[src/hw/rtl/co2fd_pkg.sv]
// Shared types, constants and functions for the CO2 sensor frame decoder.
// Used by co2fd_scale, co2fd_frame_ctl and the top level; depends on nothing.
`timescale 1ns / 1ps

package co2fd_pkg;

  localparam logic [7:0] CRC_POLY = 8'h31;
  localparam logic [7:0] CRC_INIT = 8'hFF;

  localparam logic [3:0] FRAME_BYTES = 4'd12;
  localparam logic [3:0] LAST_POS    = 4'd11;

  localparam logic [1:0] WORD_CO2  = 2'd0;
  localparam logic [1:0] WORD_TEMP = 2'd1;
  localparam logic [1:0] WORD_HUM  = 2'd2;
  localparam logic [1:0] WORD_STAT = 2'd3;

  localparam logic [14:0] TEMP_SPAN   = 15'd17500;
  localparam logic [14:0] HUM_SPAN    = 15'd12500;
  localparam logic [16:0] FULL_SCALE  = 17'd65535;
  localparam logic signed [15:0] TEMP_OFFSET = 16'sd4500;
  localparam logic [14:0] HUM_OFFSET  = 15'd600;
  localparam logic [14:0] HUM_MAX     = 15'd10000;

  typedef enum logic [1:0] {
    PH_HIGH,
    PH_LOW,
    PH_CRC
  } phase_t;

  typedef struct packed {
    logic [1:0] word;
    phase_t     phase;
  } slot_t;

  typedef struct packed {
    logic               fire;
    logic               status;
    logic [1:0]         bad_word;
    logic [15:0]        co2_ppm;
    logic signed [14:0] temperature_x100;
    logic [13:0]        humidity_x100;
  } frame_res_t;

  function automatic logic [7:0] crc_byte(input logic [7:0] crc, input logic [7:0] b);
    logic [7:0] c;
    c = crc ^ b;
    for (int k = 0; k < 8; k++) begin
      if (c[7]) begin
        c = {c[6:0], 1'b0} ^ CRC_POLY;
      end else begin
        c = {c[6:0], 1'b0};
      end
    end
    return c;
  endfunction

  function automatic slot_t pos_decode(input logic [3:0] pos);
    slot_t s;
    case (pos)
      4'd0:    s = '{word: WORD_CO2,  phase: PH_HIGH};
      4'd1:    s = '{word: WORD_CO2,  phase: PH_LOW};
      4'd2:    s = '{word: WORD_CO2,  phase: PH_CRC};
      4'd3:    s = '{word: WORD_TEMP, phase: PH_HIGH};
      4'd4:    s = '{word: WORD_TEMP, phase: PH_LOW};
      4'd5:    s = '{word: WORD_TEMP, phase: PH_CRC};
      4'd6:    s = '{word: WORD_HUM,  phase: PH_HIGH};
      4'd7:    s = '{word: WORD_HUM,  phase: PH_LOW};
      4'd8:    s = '{word: WORD_HUM,  phase: PH_CRC};
      4'd9:    s = '{word: WORD_STAT, phase: PH_HIGH};
      4'd10:   s = '{word: WORD_STAT, phase: PH_LOW};
      4'd11:   s = '{word: WORD_STAT, phase: PH_CRC};
      default: s = '{word: WORD_CO2,  phase: PH_HIGH};
    endcase
    return s;
  endfunction

endpackage

[src/hw/rtl/co2fd_scale.sv]
// Converts a raw 16-bit sensor word to temperature and humidity in hundredths.
// Division by 65535 is a shift plus one correction step. Depends on co2fd_pkg.
`timescale 1ns / 1ps

module co2fd_scale (
  input  logic [15:0]               raw_word,
  input  logic                      is_hum,
  output logic signed [14:0]        temperature_x100,
  output logic [13:0]               humidity_x100
);
  import co2fd_pkg::*;

  logic [14:0]        span;
  logic [30:0]        prod;
  logic [14:0]        q0;
  logic [16:0]        r0;
  logic [14:0]        q;
  logic signed [15:0] t_full;
  logic [14:0]        h_diff;

  always_comb begin
    span   = is_hum ? HUM_SPAN : TEMP_SPAN;
    prod   = {15'd0, raw_word} * {16'd0, span};
    q0     = prod[30:16];
    r0     = {1'b0, prod[15:0]} + {2'd0, q0};
    q      = q0 + {14'd0, (r0 >= FULL_SCALE)};
    t_full = signed'({1'b0, q}) - TEMP_OFFSET;
    temperature_x100 = t_full[14:0];
    h_diff = q - HUM_OFFSET;
    if (q < HUM_OFFSET) begin
      humidity_x100 = 14'd0;
    end else if (h_diff > HUM_MAX) begin
      humidity_x100 = HUM_MAX[13:0];
    end else begin
      humidity_x100 = h_diff[13:0];
    end
  end

endmodule

[src/hw/rtl/co2fd_frame_ctl.sv]
// Frame tracking: byte position, per-word CRC-8 check and word capture.
// Depends on co2fd_pkg and co2fd_scale.
`timescale 1ns / 1ps

module co2fd_frame_ctl (
  input  logic                 clk,
  input  logic                 rst_n,
  input  logic                 step,
  input  logic [7:0]           data_byte,
  input  logic                 frame_start,
  output co2fd_pkg::frame_res_t res
);
  import co2fd_pkg::*;

  logic [3:0]         pos_r, pos_nxt;
  logic [7:0]         crc_r, crc_nxt;
  logic [7:0]         hi_r, hi_nxt;
  logic [15:0]        co2_r, co2_nxt;
  logic signed [14:0] temp_r, temp_nxt;
  logic [13:0]        hum_r, hum_nxt;
  logic               err_r, err_nxt;
  logic [1:0]         bad_r, bad_nxt;

  logic [3:0]         pos_eff;
  slot_t              slot;
  logic               err_base, err_upd;
  logic [1:0]         bad_base, bad_upd;
  logic               last;
  logic [15:0]        word_val;
  logic signed [14:0] temp_conv;
  logic [13:0]        hum_conv;

  co2fd_scale u_scale (
    .raw_word         (word_val),
    .is_hum           (slot.word == WORD_HUM),
    .temperature_x100 (temp_conv),
    .humidity_x100    (hum_conv)
  );

  always_comb begin
    pos_eff  = (frame_start || pos_r >= FRAME_BYTES) ? 4'd0 : pos_r;
    slot     = pos_decode(pos_eff);
    err_base = frame_start ? 1'b0 : err_r;
    bad_base = frame_start ? 2'd0 : bad_r;
    word_val = {hi_r, data_byte};
    last     = (pos_eff == LAST_POS);

    crc_nxt  = crc_r;
    hi_nxt   = hi_r;
    co2_nxt  = co2_r;
    temp_nxt = temp_r;
    hum_nxt  = hum_r;
    err_upd  = err_base;
    bad_upd  = bad_base;

    case (slot.phase)
      PH_HIGH: begin
        crc_nxt = crc_byte(CRC_INIT, data_byte);
        hi_nxt  = data_byte;
      end
      PH_LOW: begin
        crc_nxt = crc_byte(crc_r, data_byte);
        case (slot.word)
          WORD_CO2:  co2_nxt  = word_val;
          WORD_TEMP: temp_nxt = temp_conv;
          WORD_HUM:  hum_nxt  = hum_conv;
          default:   co2_nxt  = co2_r;
        endcase
      end
      PH_CRC: begin
        if (crc_r != data_byte && !err_base) begin
          err_upd = 1'b1;
          bad_upd = slot.word;
        end
        crc_nxt = CRC_INIT;
      end
      default: crc_nxt = CRC_INIT;
    endcase

    pos_nxt = last ? 4'd0 : pos_eff + 4'd1;
    err_nxt = last ? 1'b0 : err_upd;
    bad_nxt = last ? 2'd0 : bad_upd;

    res.fire             = last;
    res.status           = err_upd;
    res.bad_word         = err_upd ? bad_upd : 2'd0;
    res.co2_ppm          = err_upd ? 16'd0 : co2_nxt;
    res.temperature_x100 = err_upd ? 15'sd0 : temp_nxt;
    res.humidity_x100    = err_upd ? 14'd0 : hum_nxt;
  end

  always_ff @(posedge clk) begin
    if (!rst_n) begin
      pos_r  <= 4'd0;
      crc_r  <= CRC_INIT;
      hi_r   <= 8'd0;
      co2_r  <= 16'd0;
      temp_r <= 15'sd0;
      hum_r  <= 14'd0;
      err_r  <= 1'b0;
      bad_r  <= 2'd0;
    end else if (step) begin
      pos_r  <= pos_nxt;
      crc_r  <= crc_nxt;
      hi_r   <= hi_nxt;
      co2_r  <= co2_nxt;
      temp_r <= temp_nxt;
      hum_r  <= hum_nxt;
      err_r  <= err_nxt;
      bad_r  <= bad_nxt;
    end
  end

endmodule

[src/hw/rtl/co2_sensor_frame_decoder_unit.sv]
// CO2 sensor frame decoder, top level: input register, frame logic, result register.
// Throughput: one byte per cycle, unless an untaken result stalls the input at a frame end.
// A result follows the twelfth byte of each frame: that byte waits in the input register
// until the output side is free, then the result register loads and out_tvalid rises.
// Reset (rst_n, synchronous, active low) empties both registers and restarts the frame.
// Depends on co2fd_pkg, co2fd_frame_ctl and co2fd_scale.
`timescale 1ns / 1ps

module co2_sensor_frame_decoder_unit (
  input  logic        clk,
  input  logic        rst_n,
  input  logic        in_tvalid,
  output logic        in_tready,
  input  logic [7:0]  in_tdata,   // [7:0] data_byte
  input  logic        in_tuser,   // [0] frame_start
  output logic        out_tvalid,
  input  logic        out_tready,
  output logic [47:0] out_tdata,  // [1:0] bad_word, [17:2] co2_ppm,
                                  // [32:18] temperature_x100, [46:33] humidity_x100, [47] 0
  output logic        out_tuser   // [0] result_status
);
  import co2fd_pkg::*;

  logic       in_valid_r;
  logic [7:0] byte_r;
  logic       start_r;
  logic       advance;
  frame_res_t res;
  logic       out_valid_r;
  logic       status_r;
  logic [46:0] payload_r;

  co2fd_frame_ctl u_frame (
    .clk         (clk),
    .rst_n       (rst_n),
    .step        (advance),
    .data_byte   (byte_r),
    .frame_start (start_r),
    .res         (res)
  );

  assign advance   = in_valid_r && (!res.fire || !out_valid_r || out_tready);
  assign in_tready = !in_valid_r || advance;

  always_ff @(posedge clk) begin
    if (!rst_n) begin
      in_valid_r <= 1'b0;
    end else if (in_tready) begin
      in_valid_r <= in_tvalid;
    end
  end

  always_ff @(posedge clk) begin
    if (in_tready && in_tvalid) begin
      byte_r  <= in_tdata;
      start_r <= in_tuser;
    end
  end

  always_ff @(posedge clk) begin
    if (!rst_n) begin
      out_valid_r <= 1'b0;
    end else if (advance && res.fire) begin
      out_valid_r <= 1'b1;
    end else if (out_tready) begin
      out_valid_r <= 1'b0;
    end
  end

  always_ff @(posedge clk) begin
    if (advance && res.fire) begin
      status_r  <= res.status;
      payload_r <= {res.humidity_x100, res.temperature_x100, res.co2_ppm, res.bad_word};
    end
  end

  assign out_tvalid = out_valid_r;
  assign out_tdata  = {1'b0, payload_r};
  assign out_tuser  = status_r;

endmodule

[config.mk]
export PLATFORM = sky130hd
export DESIGN_NAME = co2_sensor_frame_decoder_unit
export DESIGN_NICKNAME = d
export VERILOG_FILES = /design/src/hw/rtl/co2fd_pkg.sv /design/src/hw/rtl/co2fd_scale.sv /design/src/hw/rtl/co2fd_frame_ctl.sv /design/src/hw/rtl/co2_sensor_frame_decoder_unit.sv
export SDC_FILE = /design/constraint.sdc
export NUM_CORES = 1
export LEC_CHECK = 0
export BUFFER_PORTS_ARGS = -buffer_cell sky130_fd_sc_hd__clkbuf_2
export CAP_MARGIN = 20
export CORE_MARGIN = 5
export CORE_UTILIZATION = 48
export CTS_CLUSTER_SIZE = 20
export DETAILED_ROUTE_END_ITERATION = 12
export SYNTH_ARGS = -nofsm -noshare
export SYNTH_HDL_FRONTEND = slang
export SYNTH_HIERARCHICAL = 1
export SYNTH_SLANG_ARGS = --single-unit
[constraint.sdc]
create_clock -name clk -period 33.6 [get_ports clk]
set_clock_uncertainty 0.15 [all_clocks]
set_input_delay 10.08 -clock clk [delete_from_list [all_inputs] [get_ports clk]]
set_output_delay 10.08 -clock clk [all_outputs]
set_load 0.05 [all_outputs]
Word-level counts from Yosys, hierarchy flattened --
Memories as Yosys holds them, arrays and structs flattened. Cells that the tools add are included.
Word-level totals: register bits 127, bits in latches 0, RAM bits 0, memory bits (read-only) 64, input bits 13, output and inout bits 51, word-level logic and storage cells 118, memories kept 1
Cells by class: add/sub/neg operators 5, multiply operators 1, div/mod/pow operators 0, order comparisons 4, eq/ne operators 6, shift operators 0, muxes and demuxes 52, bitwise gates (word level) 18, reductions and logical operators 16
Memory list:
- (name not given) | words 16, width 4, rd ports 1, clocked after memory_dff 0, wr ports 0, RTL line co2fd_pkg.sv:60 | case (pos)
Operators by type and width (count):
- $mux 8 | 14
- $mux 6 | 16
- $mux 14 | 4
- $not 3->3 | 16
- $mux 15 | 3
- $mux 16 | 2
- $mul 16x15->31 | 1
- $add 16x15->17 | 1
- $ge 17x16->1 const B | 1
- $pmux 8 s2 | 1
- $add 15x1->15 | 1
- $gt 15x14->1 const B | 1
- $lt 15x10->1 const B | 1
- $sub 15x10->15 const B | 1
- $sub 15x13->15 const B | 1
- $mux 2 | 4
- $mux 4 | 2
- $ne 8x8->1 | 1
- $not 8->8 | 1
- $xor 8x8->8 | 1
- $mux 1 | 6
- $add 4x1->4 const B | 1
- $eq 2x1->1 const B | 2
- $eq 2x2->1 const B | 2
- other kinds (8) | 18

Depth between registers and ports, before layout --
An unclocked memory read counts as a cell.
word-level depth 27, depth in mapped cells 60, depth with buffers taken out 55

Modules after synthesis --
The synthesis kept the hierarchy.
By module, submodules not included:
- co2fd_scale | instances 1, cells each 843, area each 7158.1 µm², seq. area each 0.0 µm²
- co2fd_frame_ctl | instances 1, cells each 466, area each 4320.4 µm², seq. area each 1361.3 µm²
- co2_sensor_frame_decoder_unit | instances 1, cells each 71, area each 1840.5 µm², seq. area each 1751.7 µm²

Least setup slack after synthesis --
No wires, ideal clock.
kind in2out, from input out_tready, to output in_tready, arrival time 10366 ps, required time 23370 ps, path slack 13004 ps, stages on the path 1, path buffers 0, cell sequence nand4b_4
On the way: word-level cells in the longest chain between the ends 3
RTL lines:
- start: declaration | RTL line co2_sensor_frame_decoder_unit.sv:17 | input logic out_tready,
- $logic_or 1x1->1 | RTL line co2_sensor_frame_decoder_unit.sv:42 | assign advance = in_valid_r && (!res.fire || !out_valid_r || out_tready);
- $logic_and 1x1->1 | RTL line co2_sensor_frame_decoder_unit.sv:42
- $logic_or 1x1->1 | RTL line co2_sensor_frame_decoder_unit.sv:43 | assign in_tready = !in_valid_r || advance;
- end: declaration | RTL line co2_sensor_frame_decoder_unit.sv:13 | output logic in_tready,
Every way passes these cells.

Worst setup path in the final report --
Ends and elaborated chain as after synthesis.

==> results.sh <==
export IMPL_vias_per_cell=5.42
export IMPL_synthSimpleGateAreaFrac_pct=15.5
export IMPL_grt_antenna_before_repair=0
export IMPL_grtUsageTotal_pct=19.3
export IMPL_synth_avg_cell_area_sq_um=9.65
export IMPL_synth_compound_area_share_pct=10.8
export IMPL_rsz0062_at_grt="no"
export IMPL_max_slew_margin_pct=30.4
export IMPL_ys_ff_latch=127
export IMPL_crit_path_max_incr_delay_ps=250
export IMPL_start_util_pct=48.3
export IMPL_totalWireLength_um=30000
export IMPL_synth_area_sq_um=13300
export IMPL_synth_seq_area_share_pct=23.4
export IMPL_areaGrowthSynthToFinish_pct=9.16
export IMPL_clk_pin_slew_ps=50
export IMPL_finalCriticalPeriod_ps=20820
export IMPL_synth_distinct_cells=102
export IMPL_die_width_um=177
export IMPL_crit_type="primary input to output pin"
export IMPL_grt_pass1_wl_um=49200
export IMPL_insertion_delay_ps=410
export IMPL_crit_arrival_ps=10590
export IMPL_detail_route_iter0_violations=526
export IMPL_yosysWarningCount=6
export IMPL_r2r_end="payload_r[37]"
export IMPL_diodes=0
export IMPL_wl_per_cell_um=16.7
export IMPL_cts_htree_levels=4
export IMPL_finalHoldViolCount=0
export IMPL_cts_root_buf="clkbuf_16"
export IMPL_power_total_mw=1.05
export IMPL_clock_path_buffers=2
export IMPL_critical_path_cell_chain="clkbuf_2, nand4b_4, clkbuf_2"
export IMPL_dpl_hpwl_um=23400
export IMPL_drc=0
export IMPL_r2r_cells=53
export IMPL_cp_buffers_inverters=2
export IMPL_num_vias=9734
export IMPL_netlist_area_leader_share_pct=15.8
export IMPL_setup_viol=0
export IMPL_postCtsHoldBufs=0
export IMPL_synthArstFlopShare_pct=0
export IMPL_cts_sinks=127
export IMPL_yosys_area_top_type="ha_1"
export IMPL_worstReg2RegStart="u_frame/pos_r[3]"
export IMPL_ys_flop_type="dfxtp_1"
export IMPL_dieArea_sq_um=31200
export IMPL_tns_ps=0
export IMPL_synthCells=1380
export IMPL_synthAdderAreaFrac_pct=27.4
export IMPL_synth_xor_area_share_pct=8.13
export IMPL_slew_violations=0
export IMPL_gp_congestion=0.885
export IMPL_status="complete, no violations"
export IMPL_p_per_area_nw_per_um2=72.1
export IMPL_nets=1663
export IMPL_cts_setup_buffers=0
export IMPL_cts_resized=0
export IMPL_synth_edff_count=57
export IMPL_cp_top_family="buffers and inverters"
export IMPL_overflow=0
export IMPL_synth_area_mux_share_pct=7.74
export IMPL_die_h_um=177
export IMPL_synth_area_leaders="ha_1 16%, edfxtp_1 13%, fa_1 12%"
export IMPL_crit_top_cell="clkbuf_2"
export IMPL_cpMaxStageDelayCell="clkbuf_2"
export IMPL_finalCritPeriodShare_pct=62.0
export IMPL_worstSetupStartpointType="primary input"
export IMPL_grt_pass1_vias=9586
export IMPL_fmax_mhz=48.0
export IMPL_synth_top_family_by_area="adder cells"
export IMPL_min_path_type="flip-flop to flip-flop"
export IMPL_portBuffers=62
export IMPL_drt_pass1_iter_count=5
export IMPL_ant_nets=0
export IMPL_syn_nets=1638
export IMPL_required_ps=23370
export IMPL_leakage_nw=6.98
export IMPL_critical_path_cell_count=3
export IMPL_r2r_slack_ps=19560
export IMPL_crit_start="out_tready"
export IMPL_grt_max_degree=70
export IMPL_end_kind="output pin"
export IMPL_io_pin_count=64
export IMPL_drv_cap=0
export IMPL_vdd_ir_drop_max_mv=0.0424
export IMPL_crit_path_end="in_tready"
export IMPL_crit_fanout=3
export IMPL_tightest_slew_ps=1040
export IMPL_layout_drive_gt1_share_pct=11.2
export IMPL_cts_tree="yes"
export IMPL_cts_buffers=17
export IMPL_fp_row_count=61
export IMPL_core_sq_um=27600
==> per-stage QoR <==
stage / instances / worst slack [ps] / util [%] / instance area, sq um / hold slack (ps)
2_1_floorplan: 1380 / 13000 / - / 13300 / 298
3_5_place_dp: 1762 / 12780 / 50.3 / 13900 / 330
6_report: 1796 / 12780 / 52.8 / 14500 / 339
4_1_cts: 1794 / 12780 / 52.7 / 14500 / 337
3_3_place_gp: 1762 / 12780 / 50.3 / 13900 / 324
5_1_grt: 1796 / 12750 / 52.8 / 14500 / 380
==> cells in the mapped netlist (5+ instances only) <==
master and number:
a21o_1 18, a21oi_1 47, and2_1 24, and3_1 15
buf_2 15, buf_4 6, buf_6 6, clkbuf_1 39
dfxtp_1 70, edfxtp_1 57, fa_1 77, ha_1 168
inv_1 156, mux2i_1 103, nand2_1 46, nand2b_1 13
nand3_1 24, nand3b_1 7, nand4_1 15, nor2_1 89
nor2b_1 63, nor3_1 15, nor4_1 8, o211ai_1 7
o21a_1 11, o21ai_0 26, o21bai_1 7, o221ai_1 9
o22ai_1 5, o31ai_1 6, or2_2 15, xnor2_1 69
xnor3_1 6, xor2_1 31
==> cells in the final DEF (no fill, tap or decap), types with 25 or more instances in the layout <==
master,n
mux2i_1,103
xnor2_1,69
o21ai_0,25
ha_1,168
nor2_1,88
nand2_1,46
clkbuf_2,62
nor2b_1,63
dfxtp_1,70
fa_1,77
a21oi_1,46
edfxtp_1,57
xor2_1,31
inv_1,156
==> worst min-delay path, stage by stage, from the launching register on <==
cell	delay (ps)
dfxtp_1	320
nand2_1	60
nand3_1	60
==> state kept, by name, summed over array words and instances (netlist names), 2 cells and up <==
register,count
u_frame/crc_r,8
u_frame/hi_r,8
u_frame/pos_r,4
u_frame/temp_r,15
u_frame/hum_r,14
byte_r,8
payload_r,47
u_frame/bad_r,2
u_frame/co2_r,16
==> layout make-up <==
| type | instances | area [sq um] |
|---|---|---|
| well taps | 378 | 473 |
| inverters | 158 | 593 |
| clock buffers | 17 | 425 |
| clock inverters | 15 | 233 |
| repair buffers | 74 | 415 |
| fillers | 2535 | 13000 |
| flip-flops and latches | 127 | 3110 |
| multi-input cells | 1027 | 9290 |
==> routing by layer <==
metal  global-route usage, %  wire length [um]  up-vias
met4                    3.29               186        0
met1                    27.0             14100     4748
met5                       0                 0        -
li1                        -                 -     4798
met3                    1.63               865       11
met2                    33.3             14800      177
==> how the worst min path moves through the flow <==
stage | from | endpoint | slack, ps | cells past startpoint
floorplan | u_frame/bad_r[1] | u_frame/bad_r[1] | 300 | 2
global placement | u_frame/bad_r[1] | u_frame/bad_r[1] | 320 | 2
detailed placement | u_frame/bad_r[1] | u_frame/bad_r[1] | 330 | 2
CTS | u_frame/bad_r[1] | u_frame/bad_r[1] | 340 | 2
global route | u_frame/bad_r[1] | u_frame/bad_r[1] | 380 | 2
finish | u_frame/bad_r[1] | u_frame/bad_r[1] | 340 | 2
==> where the power goes <==
part / internal [mW] / switching (mW)
logic: 0.276 / 0.396
clock network: 0.133 / 0.0727
registers: 0.163 / 0.00773
total: 0.572 / 0.476
==> cell families after synthesis <==
logic type / Yosys count
and+or+nand+nor: 369
xor gates and xnor gates: 109
adders and majority gates: 245
muxes: 103
AOI/OAI and AO/OA: 199
buffers and inverters: 226
other: 2
DFF: 127
Note: power is estimated with default switching activity, not from simulation.
